`src/hdl/bcomp_pkg.sv`:
```
// Shared types, register indexes and constants for the barometric compensation block.
// No dependencies; every other file imports this package.
package bcomp_pkg;

  localparam int CFG_W     = 64;
  localparam int REG_IDX_W = 2;

  localparam logic [REG_IDX_W-1:0] REG_CALIB_T  = 2'd0;
  localparam logic [REG_IDX_W-1:0] REG_CALIB_PA = 2'd1;
  localparam logic [REG_IDX_W-1:0] REG_CALIB_PB = 2'd2;
  localparam logic [REG_IDX_W-1:0] REG_CALIB_PC = 2'd3;

  localparam logic [31:0] T_ROUND     = 32'd128;
  localparam logic [63:0] FINE_OFFSET = 64'd128000;
  localparam logic [63:0] P_BASE      = 64'd1048576;
  localparam logic [63:0] P_SCALE     = 64'd3125;
  localparam logic [63:0] VAR_BIAS    = 64'd1 << 47;
  localparam logic [63:0] Q8_ROUND    = 64'd255;

  localparam int DIV_STEPS = 64;
  localparam int DIV_CNT_W = $clog2(DIV_STEPS + 1);

  typedef struct packed {
    logic [19:0] adc_pressure;
    logic [19:0] adc_temperature;
  } in_t;

  typedef struct packed {
    logic signed [31:0] temperature_centi;
    logic [31:0]        pressure;
  } out_t;

  typedef struct packed {
    logic        start;
    logic [63:0] a;
    logic [63:0] b;
  } op_req_t;

  typedef struct packed {
    logic        done;
    logic [63:0] res;
  } op_rsp_t;

  function automatic logic [63:0] sra64(input logic [63:0] x, input logic [5:0] n);
    sra64 = 64'($signed(x) >>> n);
  endfunction

  function automatic logic [31:0] sra32(input logic [31:0] x, input logic [4:0] n);
    sra32 = 32'($signed(x) >>> n);
  endfunction

endpackage

```
`src/hdl/bcomp_front.sv`:
```
// Input side: a two-entry queue that takes samples and hands them to the sequencer.
// Depends on bcomp_pkg.
module bcomp_front import bcomp_pkg::*; (
  input  logic clk,
  input  logic rst,
  input  logic push,
  output logic full,
  input  in_t  sample,
  output logic item_valid,
  output in_t  item,
  input  logic item_take
);

  in_t        slot [2];
  logic [1:0] count;
  logic       wr_ptr;
  logic       rd_ptr;
  logic       do_push;
  logic       do_take;

  assign full       = count[1];
  assign item_valid = (count != 2'd0);
  assign item       = slot[rd_ptr];
  assign do_push    = push && !full;
  assign do_take    = item_take && item_valid;

  always_ff @(posedge clk) begin
    if (do_push) begin
      slot[wr_ptr] <= sample;
    end
  end

  always_ff @(posedge clk) begin
    if (rst) begin
      count  <= 2'd0;
      wr_ptr <= 1'b0;
      rd_ptr <= 1'b0;
    end else begin
      if (do_push) begin
        wr_ptr <= ~wr_ptr;
      end
      if (do_take) begin
        rd_ptr <= ~rd_ptr;
      end
      count <= count + {1'b0, do_push} - {1'b0, do_take};
    end
  end

endmodule

```
`config.mk`:
```
export PLATFORM = sky130hd
export DESIGN_NAME = bcomp_front
export DESIGN_NICKNAME = d
export VERILOG_FILES = /design/src/hdl/bcomp_pkg.sv /design/src/hdl/bcomp_front.sv
export SDC_FILE = /design/constraint.sdc
export NUM_CORES = 1
export LEC_CHECK = 0
export BUFFER_PORTS_ARGS = -buffer_cell sky130_fd_sc_hd__buf_2
export CAP_MARGIN = 40
export CORE_MARGIN = 2
export CORE_UTILIZATION = 40
export CTS_BUF_LIST = sky130_fd_sc_hd__clkbuf_8
export CTS_CLUSTER_SIZE = 25
export DETAILED_ROUTE_END_ITERATION = 10
export GPL_TIMING_DRIVEN = 1
export PLACE_DENSITY = 0.7
export SYNTH_ARGS = -nofsm -noshare
export SYNTH_HDL_FRONTEND = slang
export SYNTH_SLANG_ARGS = --single-unit
```
`constraint.sdc`:
```
create_clock -name clk -period 7.7 [get_ports clk]
set_clock_uncertainty 0.1 [all_clocks]
set_input_delay 1.54 -clock clk [delete_from_list [all_inputs] [get_ports clk]]
set_output_delay 1.54 -clock clk [all_outputs]
set_load 0.05 [all_outputs]
```
==> results.py, run 1 <==
metrics = {
    "clocking": {
        "h-tree-depth": 3,
        "post_cts_resize_count": 0,
        "clock-sinks": 85,
        "clockBufferDepth": 2,
        "insertion_delay_ps": 330,
        "cts_tree": "built",
        "postCtsSetupBuffers": 0,
        "cts_buffers": 9,
        "cts_hold_buf": 0,
        "path_clk_slew_ps": 80,
        "cts-root-buf": "clkbuf_8",
    },
    "setup_path": {
        "criticalPathCategory": "flop to output port",
        "required_ps": 6060,
        "r2r_setup_slack_ps": 5870,
        "cp-end-kind": "output port",
        "cp_data_arrival_time_ps": 1840,
        "reg2reg_depth": 3,
        "rr_startpoint": "count[1]$_SDFF_PP0_",
        "cp-start-kind": "flop",
        "r2r_end": "slot[0][2]$_DFFE_PP_",
        "cp_max_fo": 21,
    },
    "sta": {
        "slew_headroom_pct": 59.06,
        "hold_violations": 0,
        "max_freq_ghz": 0.2874,
        "rsz0062_at_grt": "no",
        "report.final.slew_viol_count": 0,
        "finalCriticalPeriod_ps": 3479,
        "timing.setup.tns_ps": 0,
        "finalCritPeriodShare_pct": 45.18,
        "fin_ws_ps": 4221,
        "setup_violations": 0,
        "tightest_slew_ps": 612.6,
    },
    "detailed_routing": {
        "totalWireLength_um": 5112,
        "drc_errors": 0,
        "vias": 1664,
        "wire_per_inst_um": 14.48,
        "drtIter0Drc": 90,
        "avgViaCountPerCell": 4.714,
        "ant_nets": 0,
        "drtPass1Iterations": 4,
    },
    "cells_and_area": {
        "num-fill-cells": 665,
        "fin_nets": 291,
        "syn_to_final_growth_pct": 27.28,
        "final_util_pct": 51.98,
        "drive_gt1_share_pct": 58.17,
        "diodes": 0,
    },
    "synthesis": {
        "synth-simple-area-share_pct": 2.604,
        "ys_warn_count": 0,
        "synth-main-ff-cell": "edfxtp_1",
        "yosys.area_share.xor_xnor_pct": 0.5609,
        "yosys.area.top_type": "edfxtp_1",
        "synth_mux_area_share_pct": 14.42,
        "avgSynthCellArea_sq_um": 20.68,
        "netlist_instances": 151,
        "synth_seq_cells": 85,
        "synth-edff-count": 80,
        "async_flop_share_pct": 0,
        "syn-num-nets": 196,
        "seq_area_frac_synth_pct": 80.13,
        "synth.area.top_cells": "edfxtp_1, mux2_2, dfxtp_1",
        "synth_most_common_cell": "edfxtp_1",
        "synth_top_family_by_area": "multiplexers",
        "synth_area_sq_mm": 0.003123,
        "synth_top_area_share_pct": 76.92,
        "synth_compound_area_share_pct": 0.8013,
        "synth_cell_types": 19,
        "synth_adder_area_share_pct": 0.4006,
        "synth_common_cells": "edfxtp_1, mux2_2, dfxtp_1, nor2_1, buf_4",
    },
    "power_and_ir_drop": {
        "power.leakage_nw": 1.497,
        "power.density_cell_area_mw_per_mm2": 340.1,
        "power.share.combinational_pct": 29.8,
        "p_int_w": 0.0009023,
        "power_w": 0.001352,
        "switching_share_pct": 33.25,
        "ir_worst_vdd_mv": 0.1917,
        "power_switching_w": 0.0004495,
        "pwr-share-clk_pct": 26.4,
        "pwr-share-seq_pct": 43.9,
    },
    "global_route": {
        "grt_usage_pct": 13.03,
        "grt_pass1_wl_um": 8280,
        "grt_overflow": 0,
        "antenna_found_initial": 0,
        "grt_max_degree": 24,
        "grt_pass1_vias": 1788,
    },
    "die": {
        "die_h_um": 92.36,
        "rows": 32,
        "dieArea_sq_mm": 0.008530,
        "io_pins": 86,
        "core_area_sq_mm": 0.007647,
        "fp.dieW_um": 92.36,
        "start_util_pct": 40.84,
    },
    "placement": {
        "gp_congestion": 0.7186,
        "dp_hpwl_um": 3377,
        "numPortBuffers": 85,
        "dp_slack_ps": 4550,
    },
    "hold_path": {
        "timing.hold.worst.class": "flop to flop",
        "hp-start": "rd_ptr$_SDFFE_PP0P_",
        "min_delay_path_depth": 2,
        "min_delay_worst_endpoint": "rd_ptr$_SDFFE_PP0P_",
    },
    "run_status": {
        "status": "completed",
    },
    "run": {
        "maxCapViolations": 0,
    },
}
==> cell type report <==
type | instances | area [sq um] | share of cell area [%]
tap | 102 | 127.6 | 3.211
clock inverter | 7 | 106.4 | 2.675
multi-input combinational | 61 | 601.8 | 15.14
clock buffer | 9 | 123.9 | 3.116
inverter | 1 | 3.754 | 0.09443
sequential | 85 | 2504 | 62.98
timing repair buffer | 88 | 508.0 | 12.78
==> layout by cell type, fill, tap and decap left out <==
master / instances
nor3_1: 1
nor2_1: 3
nand2b_1: 1
xnor2_1: 1
edfxtp_1: 80
nor2b_1: 3
buf_16: 3
o21a_1: 1
mux2_2: 40
dfxtp_1: 4
buf_2: 85
nor3_2: 1
dfxtp_2: 1
a21o_1: 1
xor2_1: 1
ha_1: 1
nand2_1: 1
clkinv_2: 1
and4bb_1: 1
clkbuf_8: 9
nor2_4: 2
o21ai_0: 2
or2_2: 1
inv_1: 3
clkinv_1: 1
bufinv_16: 3
==> state kept, by name, summed over array words and instances, names as in the netlist, named ones only <==
register,cells
wr_ptr,1
rd_ptr,1
slot,80
count,2
==> stage by stage <==
step | std cells | instance area [sq um] | hold slack (ps)
finish | 353 | 3975 | 417.7
global route | 353 | 3975 | 465.6
CTS | 353 | 3975 | 422.2
detailed placement | 337 | 3745 | 398.9
global placement | 334 | 3662 | 387.6
floorplan | 151 | 3123 | 372.5
==> worst max-delay path, cell delays in order (launching register included) <==
cell	delay, ps
dfxtp_2	690
buf_16	240
mux2_2	360
buf_2	210
==> power groups by stage <==
stage,Clock (W),Combinational [W],Sequential (W)
CTS,0.000368,0.000409,0.000594
detailed placement,0,0.000407,0.000604
finish,0.000356,0.000403,0.000593
floorplan,0,0.000319,0.000594
global placement,0,0.000377,0.000613
global route,0.000383,0.000426,0.000599
==> layer usage <==
layer / wire, um / track usage (%) / vias up / share of wire (%)
met3: 340 / 4.068 / 12 / 6.7
met5: 0 / 0 / - / 0
met1: 1989 / 14.28 / 814 / 39
met4: 104 / 6.343 / 0 / 2.0
li1: - / - / 778 / -
met2: 2678 / 22.87 / 60 / 52
==> worst max path at each step <==
stage                     cells after the start              endpoint  slack [ps]
after detailed placement                      3              item[14]        4550
after global placement                        2              item[14]        4390
final                                         3              item[38]        4220
after CTS                                     3              item[14]        4170
after floorplan                               2  slot[0][0]$_DFFE_PP_        3820
after global routing                          3              item[14]        4130
==> cells by family (layout without fill, tap and decap cells) <==
family                     after synthesis  in the layout
AOI/OAI and AO/OA                        4              4
xor gates and xnor gates                 2              2
adders and majority gates                1              1
buffers and inverters                    5            105
DFF                                     85             85
muxes                                   40             40
and+or+nand+nor                         14             14
Note: power is estimated with default switching activity, not from simulation.
==> run 2, diff against run 1 <==
--- a/config.mk
+++ b/config.mk
@@ -13,7 +13,7 @@
 export CTS_CLUSTER_SIZE = 25
 export DETAILED_ROUTE_END_ITERATION = 10
 export GPL_TIMING_DRIVEN = 1
-export PLACE_DENSITY = 0.7
+export PLACE_DENSITY = 0.72
 export SYNTH_ARGS = -nofsm -noshare
 export SYNTH_HDL_FRONTEND = slang
 export SYNTH_SLANG_ARGS = --single-unit
==> constraint.sdc (replaced) <==
create_clock -name clk -period 2.89 [get_ports clk]
set_clock_uncertainty 0.1 [all_clocks]
set_input_delay 0.578 -clock clk [delete_from_list [all_inputs] [get_ports clk]]
set_output_delay 0.578 -clock clk [all_outputs]
set_load 0.05 [all_outputs]
==> run 2 against run 1 <==
- count of clock-buffer cells in the layout unchanged
- largest power group unchanged
- register-to-register slack worse by 4800 ps
- critical path type unchanged
- non-clock buffer count up 2
- highest routed layer unchanged
==> results.py, run 2 (synthesis results as in run 1) <==
metrics = {
    "clocking": {
        "clock-sinks": 85,
        "h-tree-depth": 3,
        "cts_tree": "built",
        "insertion_delay_ps": 340,
        "cts_buffers": 9,
        "cts_hold_buf": 0,
        "postCtsSetupBuffers": 0,
        "cts-root-buf": "clkbuf_8",
        "post_cts_resize_count": 0,
        "path_clk_slew_ps": 80,
        "clockBufferDepth": 2,
    },
    "die": {
        "die_h_um": 92.36,
        "fp.dieW_um": 92.36,
        "core_area_sq_mm": 0.007647,
        "dieArea_sq_mm": 0.008530,
        "io_pins": 86,
        "start_util_pct": 40.84,
        "rows": 32,
    },
    "cells_and_area": {
        "drive_gt1_share_pct": 58.50,
        "final_common_cell": "buf_2",
        "largest_reg_flops": 80,
        "most-common-layout-cells": "buf_2, edfxtp_1, mux2_2, clkbuf_8",
        "final_util_pct": 50.93,
        "fin_cells": 355,
        "regMostFlops": "slot",
        "fin_nets": 293,
        "syn_to_final_growth_pct": 24.72,
        "diodes": 0,
        "fin_area_sq_mm": 0.003895,
        "top_regs": "slot x80, count x2",
    },
    "setup_path": {
        "rr_startpoint": "count[1]$_SDFF_PP0_",
        "cp-end-kind": "output port",
        "criticalPathCategory": "flop to output port",
        "required_ps": 2210,
        "cp-start-kind": "flop",
        "reg2reg_depth": 3,
        "cp_max_fo": 24,
        "cp_data_arrival_time_ps": 1780,
        "slowest_delay_ps": 610,
        "worstPathCellList": "buf_12 -> mux2_2 -> buf_2",
        "r2r_setup_slack_ps": 1060,
        "cpMaxStageDelayCell": "dfxtp_2",
        "r2r_end": "slot[1][34]$_DFFE_PP_",
    },
    "detailed_routing": {
        "drtPass1Iterations": 4,
        "avgViaCountPerCell": 4.577,
        "drc_errors": 0,
        "ant_nets": 0,
        "drtIter0Drc": 50,
        "totalWireLength_um": 5141,
        "vias": 1625,
        "wire_per_inst_um": 14.48,
    },
    "sta": {
        "slew_headroom_pct": 69.45,
        "finalCritPeriodShare_pct": 84.89,
        "rsz0062_at_grt": "no",
        "max_freq_ghz": 0.4076,
        "report.final.slew_viol_count": 0,
        "hold_violations": 0,
        "whs_ps": 325.4,
        "setup_violations": 0,
        "tightest_slew_ps": 457.1,
        "finalCriticalPeriod_ps": 2453,
    },
    "power_and_ir_drop": {
        "power.leakage_nw": 1.466,
        "ir_worst_vdd_mv": 0.3431,
        "switching_share_pct": 34.96,
        "power_w": 0.003398,
        "pwr-share-seq_pct": 46.3,
        "power_switching_w": 0.001188,
        "power.share.combinational_pct": 31.2,
        "pwr-share-clk_pct": 22.5,
        "p_int_w": 0.002210,
        "power.density_cell_area_mw_per_mm2": 872.4,
    },
    "global_route": {
        "grt_pass1_wl_um": 7907,
        "grt_usage_pct": 12.56,
        "antenna_found_initial": 0,
        "grt_overflow": 0,
        "grt_max_degree": 25,
        "grt_pass1_vias": 1680,
    },
    "placement": {
        "numPortBuffers": 85,
        "dp_hpwl_um": 3577,
        "dp_cells": 339,
        "gp_congestion": 0.6840,
        "placed_cell_area_sq_mm": 0.003712,
    },
    "run_status": {
        "status": "completed",
    },
    "hold_path": {
        "min_delay_path_depth": 1,
        "timing.hold.worst.class": "primary input to flop",
        "min_delay_worst_endpoint": "slot[0][17]$_DFFE_PP_",
        "hp-start": "sample[17]",
    },
    "run": {
        "maxCapViolations": 0,
    },
}
run 2: cell types whose count changed in the layout (fill, tap and decap cells not counted), sizes merged:
cell,previous run,this run
clkinvlp,0,1
bufinv,3,1
buf,88,90
clkinv,2,3
run 2: cell type report:
class	instances	area (sq um)
fill	646	3752
sequential	85	2504
multi-input combinational	61	601.8
timing repair buffer	90	475.5
tap	102	127.6
clock buffer	9	123.9
clock inverter	7	58.81
inverter	1	3.754
run 2: worst max path at each step:
stage                                       to                start  slack (ps)
final                                 item[18]                 flop         440
after global routing                  item[19]                 flop         330
after CTS                              item[3]                 flop         400
after detailed placement               item[3]                 flop         770
after global placement                 item[3]                 flop         780
after floorplan           slot[0][0]$_DFFE_PP_  count[1]$_SDFF_PP0_        -120
run 2: critical path, delay by kind of cell (launching register included):
kind	cells	cell delay (ps)
flops	1	610
mux	1	350
buf+inv	2	450
run 2: through the flow:
stage / worst slack, ps / setup TNS (ps)
floorplan: -123.7 / -9896
global placement: 776.5 / 0
detailed placement: 773.6 / 0
CTS: 395.4 / 0
global route: 332.5 / 0
finish: 436.5 / 0
run 2: metal layers:
layer,up-vias,share of wire [%],wire [um],GRT usage [%]
li1,777,-,-,-
met1,792,42,2157,14.85
met2,50,51,2615,20.86
met3,6,5.8,297,4.231
met4,0,1.4,70,5.597
met5,-,0,0,0
run 2: power groups by stage:
stage	clock [W]	sequential, W	combinational (W)
4_1_cts	0.000793	0.00157	0.00107
6_report	0.000766	0.00157	0.00106
3_5_place_dp	0	0.00160	0.00107
2_1_floorplan	0	0.00158	0.000850
3_3_place_gp	0	0.00160	0.00107
5_1_grt	0.000839	0.00159	0.00112
